`config.mk`:
```
export PLATFORM = sky130hd
export DESIGN_NAME = ers_cell
export DESIGN_NICKNAME = d
export VERILOG_FILES = /design/src/design/enumeration_rank_sorter_macros.svh /design/src/design/ers_pkg.sv /design/src/design/ers_cell.sv
export SDC_FILE = /design/constraint.sdc
export NUM_CORES = 1
export LEC_CHECK = 0
export ABC_AREA = 1
export BUFFER_PORTS_ARGS = -buffer_cell sky130_fd_sc_hd__buf_2
export CAP_MARGIN = 20
export CORE_ASPECT_RATIO = 1.2
export CORE_UTILIZATION = 55
export DETAILED_ROUTE_END_ITERATION = 16
export PLACE_DENSITY = 0.82
export SLEW_MARGIN = 20
export SYNTH_ARGS = -nofsm -noshare
export SYNTH_HDL_FRONTEND = slang
export SYNTH_SLANG_ARGS = --single-unit
export TNS_END_PERCENT = 20
```
`constraint.sdc`:
```
create_clock -name clk -period 6.37 [get_ports clk]
set_input_delay 0.637 -clock clk [delete_from_list [all_inputs] [get_ports clk]]
set_output_delay 0.637 -clock clk [all_outputs]
set_load 0.01 [all_outputs]
```
`src/design/enumeration_rank_sorter_macros.svh`:
```
// ----------------------------------------------------------------------------
// enumeration_rank_sorter_macros
// assertion macros used by the rank sorter rtl
// ----------------------------------------------------------------------------
`ifndef ENUMERATION_RANK_SORTER_MACROS_SVH
`define ENUMERATION_RANK_SORTER_MACROS_SVH

// same-cycle implication, disabled during reset
`define ERS_ASSERT_IMP(label, clk, rst_n, ante, cons) \
    label: assert property (@(posedge clk) disable iff (!rst_n) (ante) |-> (cons)) \
        else $error("ers assertion failed");

// next-cycle implication, disabled during reset
`define ERS_ASSERT_NXT(label, clk, rst_n, ante, cons) \
    label: assert property (@(posedge clk) disable iff (!rst_n) (ante) |=> (cons)) \
        else $error("ers assertion failed");

`endif

```
`src/design/ers_pkg.sv`:
```
// ----------------------------------------------------------------------------
// ers_pkg
// shared constants of the enumeration rank sorter
// ----------------------------------------------------------------------------
`default_nettype none

package ers_pkg;

    // default store capacity
    localparam int MAX_ENTRIES_DEF = 32;

    // key width of one entry
    localparam int KEY_W = 63;

    // width of the index and rank result fields
    localparam int OUT_W = 5;

endpackage

`default_nettype wire

```
`src/design/ers_cell.sv`:
```
// ----------------------------------------------------------------------------
// ers_cell
// one store slot: holds a key and its win/tie counts, compares a passing key
// ----------------------------------------------------------------------------
`default_nettype none

module ers_cell
    import ers_pkg::*;
#(
    parameter int MAX_ENTRIES = MAX_ENTRIES_DEF,
    parameter int CELL_IDX    = 0,
    localparam int IDXW = $clog2(MAX_ENTRIES),
    localparam int CNTW = $clog2(MAX_ENTRIES + 1)
)
(
    input  wire logic             clk,
    input  wire logic             rst_n,
    input  wire logic [CNTW-1:0]  count,
    input  wire logic             shift,
    input  wire logic             tok_in_valid,
    input  wire logic [KEY_W-1:0] tok_in_key,
    input  wire logic [IDXW-1:0]  tok_in_gt,
    input  wire logic [IDXW-1:0]  tok_in_eqe,
    output logic                  tok_out_valid,
    output logic [KEY_W-1:0]      tok_out_key,
    output logic [IDXW-1:0]       tok_out_gt,
    output logic [IDXW-1:0]       tok_out_eqe,
    input  wire logic [IDXW-1:0]  sh_in_gt,
    input  wire logic [IDXW-1:0]  sh_in_eql,
    input  wire logic [IDXW-1:0]  sh_in_eqe,
    output logic [IDXW-1:0]       sh_out_gt,
    output logic [IDXW-1:0]       sh_out_eql,
    output logic [IDXW-1:0]       sh_out_eqe
);

    localparam logic [CNTW-1:0] MY_IDX = CNTW'(CELL_IDX);

    logic [KEY_W-1:0] key_reg;
    logic [IDXW-1:0]  gt_reg;    // earlier and later keys strictly larger
    logic [IDXW-1:0]  eql_reg;   // later keys equal
    logic [IDXW-1:0]  eqe_reg;   // earlier keys equal
    logic             tok_valid_reg;
    logic [KEY_W-1:0] tok_key_reg;
    logic [IDXW-1:0]  tok_gt_reg;
    logic [IDXW-1:0]  tok_eqe_reg;

    logic occupied;
    logic landing;
    logic passing;
    logic tok_bigger;
    logic tok_equal;
    logic cell_bigger;

    assign occupied    = MY_IDX < count;
    assign landing     = tok_in_valid && (MY_IDX == count);
    assign passing     = tok_in_valid && occupied;
    assign tok_bigger  = tok_in_key > key_reg;
    assign tok_equal   = tok_in_key == key_reg;
    assign cell_bigger = !tok_bigger && !tok_equal;

    // token handoff to the right neighbor
    always_ff @(posedge clk or negedge rst_n)
    begin
        if (!rst_n)
        begin
            tok_valid_reg <= 1'b0;
        end
        else
        begin
            tok_valid_reg <= passing;
        end
    end

    always_ff @(posedge clk)
    begin
        tok_key_reg <= tok_in_key;
        tok_gt_reg  <= tok_in_gt + IDXW'(cell_bigger);
        tok_eqe_reg <= tok_in_eqe + IDXW'(tok_equal);
    end

    // slot contents: land, count wins, or shift left during readout
    always_ff @(posedge clk)
    begin
        if (shift)
        begin
            gt_reg  <= sh_in_gt;
            eql_reg <= sh_in_eql;
            eqe_reg <= sh_in_eqe;
        end
        else if (landing)
        begin
            key_reg <= tok_in_key;
            gt_reg  <= tok_in_gt;
            eqe_reg <= tok_in_eqe;
            eql_reg <= '0;
        end
        else if (passing)
        begin
            gt_reg  <= gt_reg + IDXW'(tok_bigger);
            eql_reg <= eql_reg + IDXW'(tok_equal);
        end
    end

    assign tok_out_valid = tok_valid_reg;
    assign tok_out_key   = tok_key_reg;
    assign tok_out_gt    = tok_gt_reg;
    assign tok_out_eqe   = tok_eqe_reg;
    assign sh_out_gt     = gt_reg;
    assign sh_out_eql    = eql_reg;
    assign sh_out_eqe    = eqe_reg;

endmodule

`default_nettype wire

```
Word-level counts from Yosys, hierarchy flattened
Index checks and enable logic that the tools add are counted. Widths: inputs -> output; s select.

Add/sub/neg operators: 4. $mul: 0. Div/mod/pow operators: 0. Order comparisons: 2. Equality and inequality tests: 1. Shift operators: 0. Mux-type cells: 8. Bitwise gates (word level): 1. Reductions and logical operators: 9.

Operators with widths (number): $eq 63x63->1 (1); $gt 63x63->1 (1); $mux 5 (8); $add 5x1->5 (4); $logic_not 6->1 (1); $lt 1x6->1 const A (1); $logic_and 1x1->1 (3); $reduce_bool 3->1 (1); $logic_not 1->1 (2); $reduce_and 2->1 (1); $reduce_bool 2->1 (1); $not 1->1 (1).

Register bits after elaboration: 152. Latch bits: 0. Bits in writable memories: 0. Bits in read-only memories: 0. Input port bits: 98. Output and inout bits: 89. Logic and storage cells: 33. Memories kept: 0.

Logic depth before layout (Yosys ltp)
Depth in word-level cells: 5. Gate-level depth with buffers: 17. Mapped depth without buffers: 17.

Worst setup path before layout
Ideal clock, no wire load.

Path kind: input port to flip-flop. From: input count[2]. To: register key_reg[0], enable pin. Library setup time: 0.420 ns. Data arrival time: 2.332 ns. Data required time: 5.950 ns. Slack: 3.618 ns. Stages: 5. Buffers on the path: 0. Path through: nor2_1 > nand3_1 > nor2_1 > nand2_1 > inv_1.

Longest elaborated chain between the ends: 3.

RTL lines: start, declared (line ers_cell.sv:18) `input wire logic [CNTW-1:0] count,`; $logic_not 6->1 (line ers_cell.sv:55) `assign landing = tok_in_valid && (MY_IDX == count);`; $logic_and 1x1->1 (line ers_cell.sv:55); $reduce_and 2->1 (no line); end signal, assigned (line ers_cell.sv:92) `key_reg <= tok_in_key;`; end, declared (line ers_cell.sv:38) `logic [KEY_W-1:0] key_reg;`.

Every way passes these cells. A chain may end at the register's enable or synchronous reset.

Final worst setup path
From: register key_reg[14]. To: register gt_reg[4], in the netlist sh_out_gt[4] (data pin).

Longest elaborated chain between the ends: 5.

RTL lines: $gt 63x63->1 (line ers_cell.sv:57) `assign tok_bigger = tok_in_key > key_reg;`; $add 5x1->5 (line ers_cell.sv:99) `gt_reg <= gt_reg + IDXW'(tok_bigger);`; $mux 5 (line ers_cell.sv:97) `else if (passing)`; $mux 5 (line ers_cell.sv:90) `else if (landing)`; $mux 5 (line ers_cell.sv:84) `if (shift)`; end signal, assigned (line ers_cell.sv:86) `gt_reg <= sh_in_gt;`; end signal, assigned (line ers_cell.sv:93) `gt_reg <= tok_in_gt;`; end signal, assigned (line ers_cell.sv:99); end, declared (line ers_cell.sv:39) `logic [IDXW-1:0] gt_reg;`.

Every way passes these cells. The select of a mux whose other input is x is not followed.

==> metrics.yaml <==
status: "finished clean"
worstPathRequired_ns: 6.51
gr-usage-all-layers_pct: 23.8
synth_warnings: 0
synth_ff_type: "edfxtp_1"
dieWidth_um: 98.8
ff_latch_area_mm2: 0.00383
die_area_mm2: 0.0117
path_class: "reg -> reg"
period_minus_slack_ns: 2.68
hp-class: "in -> reg"
fin_skew_ns: 0.0102
crit_path_end_kind: "register"
hold_start: "tok_in_key[46]"
multi_input_comb_area_mm2: 0.00199
place_congestion: 0.827
ant_nets: 0
cts_tree: "yes"
fin_setup_tns_ns: 0
clock_latency_ns: 0.41
die-height_um: 118
hpwlAfterDp_mm: 10.0
htree_levels: 4
start_util_pct: 56.3
grt_max_degree: 68
power.total_w: 0.00232
wl_per_cell_um: 14.5
nNetsFinal: 925
final_max_slew_viol_count: 0
io_pins: 187
worst_pin_slew_ns: 0.857
core_mm2: 0.0110
grt_setup_unrepaired: "no"
regToRegSetupSlack_ns: 3.69
synth_cell_types: 29
cp-startpoint: "key_reg[14]$_DFFE_PP_"
dp.cells: 868
synth_seq_cells: 152
syn-mean-instance-area_um2: 11.2
yosysTopAreaCell: "edfxtp_1"
path_cells: "inv_1 -> ha_1 -> nand2_1 -> nor2_2 -> inv_1 -> nor2_1 -> nand2_1 -> nand2_1 -> nand2_1 -> nand2_1 -> nand2_2 -> a21oi_2 -> ha_1 -> ha_1 -> nand3_1 -> xor2_1 -> o221ai_1"
cp_common_cell: "nand2_1"
numCtsBuffers: 17
clockRootBuffer: "clkbuf_16"
via_per_inst: 4.94
grt_overflow: 0
period_share_pct: 42.1
drtPass1Iterations: 4
synth-seq-area-share_pct: 62.0
drc: 0
path_clk_slew_ns: 0.06
ir_drop_mv: 0.162
start_kind: "register"
p_leak_nw: 3.93
diodes: 0
crit_path_max_fanout: 3
finalHoldViolCount: 0
hold_depth: 1
io_buffer_count: 186
clockBufferDepth: 2
synthArstFlopShare_pct: 0.658
routed_wl_mm: 13.1
ys_top_cells_by_count: "nand2_1 (114), inv_1 (88), edfxtp_1 (78), dfxtp_1 (73), ha_1 (71)"
rr_worst_depth: 17
synth_edf_count: 78
syn-num-nets: 720
cpMaxStageDelayCell: "edfxtp_1"
relSlewSlack_pct: 42.9
fin_cells: 901
synth_area_leaders: "edfxtp_1 (38%), dfxtp_1 (24%), ha_1 (14%)"
rows: 42
yosysMostFrequentCell: "nand2_1"
antenna_found_initial: 0
crit_arrival_ns: 2.83
netlist_instances: 551
setup-violations-final: 0
fin_util_pct: 72.0
synth.top_cell.area_share_pct: 37.9
fill_cells: 816
drt-initial-drc-count: 212
grt_pass1_wl_mm: 21.1
powerDensity_mw_per_mm2: 293
grt_pass1_vias: 4601
syn-cell-area_mm2: 0.00618
max_cap_violations: 0
syn_to_final_growth_pct: 28.0
drive_above_1_share_pct: 30.3
max_freq_mhz: 373
slowest_delay_ns: 0.36
via_count: 4451
reg2reg_from: "key_reg[14]$_DFFE_PP_"
clock_sinks: 152
[critical path: cells and delay by family (launching register included)]
kind	cells	cell delay [ns]
XOR/XNOR	1	0.14
AO/OA/AOI/OAI	2	0.24
adder cells (fa/ha/maj)	3	0.66
buffers and inverters	2	0.14
flip-flops	1	0.36
AND/OR/NAND/NOR	9	0.89
[cells by family (layout without fill, tap and decap cells)]
logic type | Yosys count | in the layout | share of synthesized area [%]
AND/OR/NAND/NOR | 180 | 180 | 12.3
flip-flops | 152 | 152 | 62.0
buffers and inverters | 96 | 314 | 5.85
adder cells (fa/ha/maj) | 71 | 71 | 14.4
AO/OA/AOI/OAI | 40 | 40 | 3.79
XOR/XNOR | 12 | 12 | 1.70
[final cells by class]
class	count	share of cell area, %
Clock inverter	10	1.76
Multi-Input combinational cell	303	25.1
Inverter	94	4.46
Sequential cell	152	48.4
Timing Repair Buffer	188	12.0
Clock buffer	22	6.14
Tap cell	132	2.09
[through the flow]
stage | instance area [um^2] | hold slack, ns | setup WS [ns]
after floorplan | 6180 | 0.341 | 3.62
after CTS | 7910 | 0.347 | 3.66
after global placement | 7270 | 0.430 | 3.35
final | 7910 | 0.357 | 3.69
after global routing | 7910 | 0.342 | 3.41
after detailed placement | 7270 | 0.431 | 3.29
[final timing paths]
kind,to
max,sh_out_gt[4]$_DFFE_PP_
min,tok_out_key[46]$_DFF_P_
max reg2reg,sh_out_gt[4]$_DFFE_PP_
min reg2reg,sh_out_eql[4]$_DFFE_PP_
max in group asynchronous,tok_out_valid$_DFF_PN0_
min in group asynchronous,tok_out_valid$_DFF_PN0_
[report_power, final]
group          internal (W)  switching [W]
Sequential          0.00107      0.0000135
Combinational     0.0000800       0.000106
Clock              0.000662       0.000385
[cells in the final DEF, fill, tap and decap left out, types with 4 or more instances in the layout]
cell type  instances
xor2_1             9
o21ai_0            4
nor3_1             4
nand3_1           21
clkbuf_16         18
nor2_2             5
a21oi_1           22
nor2_1            25
inv_2              7
edfxtp_1          78
nand2_1          114
a21o_1             4
buf_2            186
dfxtp_1           73
ha_1              71
inv_1             87
[repair_timing]
item | CTS | global route
hold buffers | 1 | 0
resized for setup | 0 | 0
setup buffers | 0 | 0
hold endpoints to repair | 1 | 0
[layer usage]
metal | part of all wire (%) | track usage [%]
met5 | 0 | 0
met4 | 2.0 | 9.33
met3 | 4.9 | 5.52
met2 | 52 | 43.2
met1 | 41 | 26.7
No activity file was read; power rests on OpenSTA's default activity.
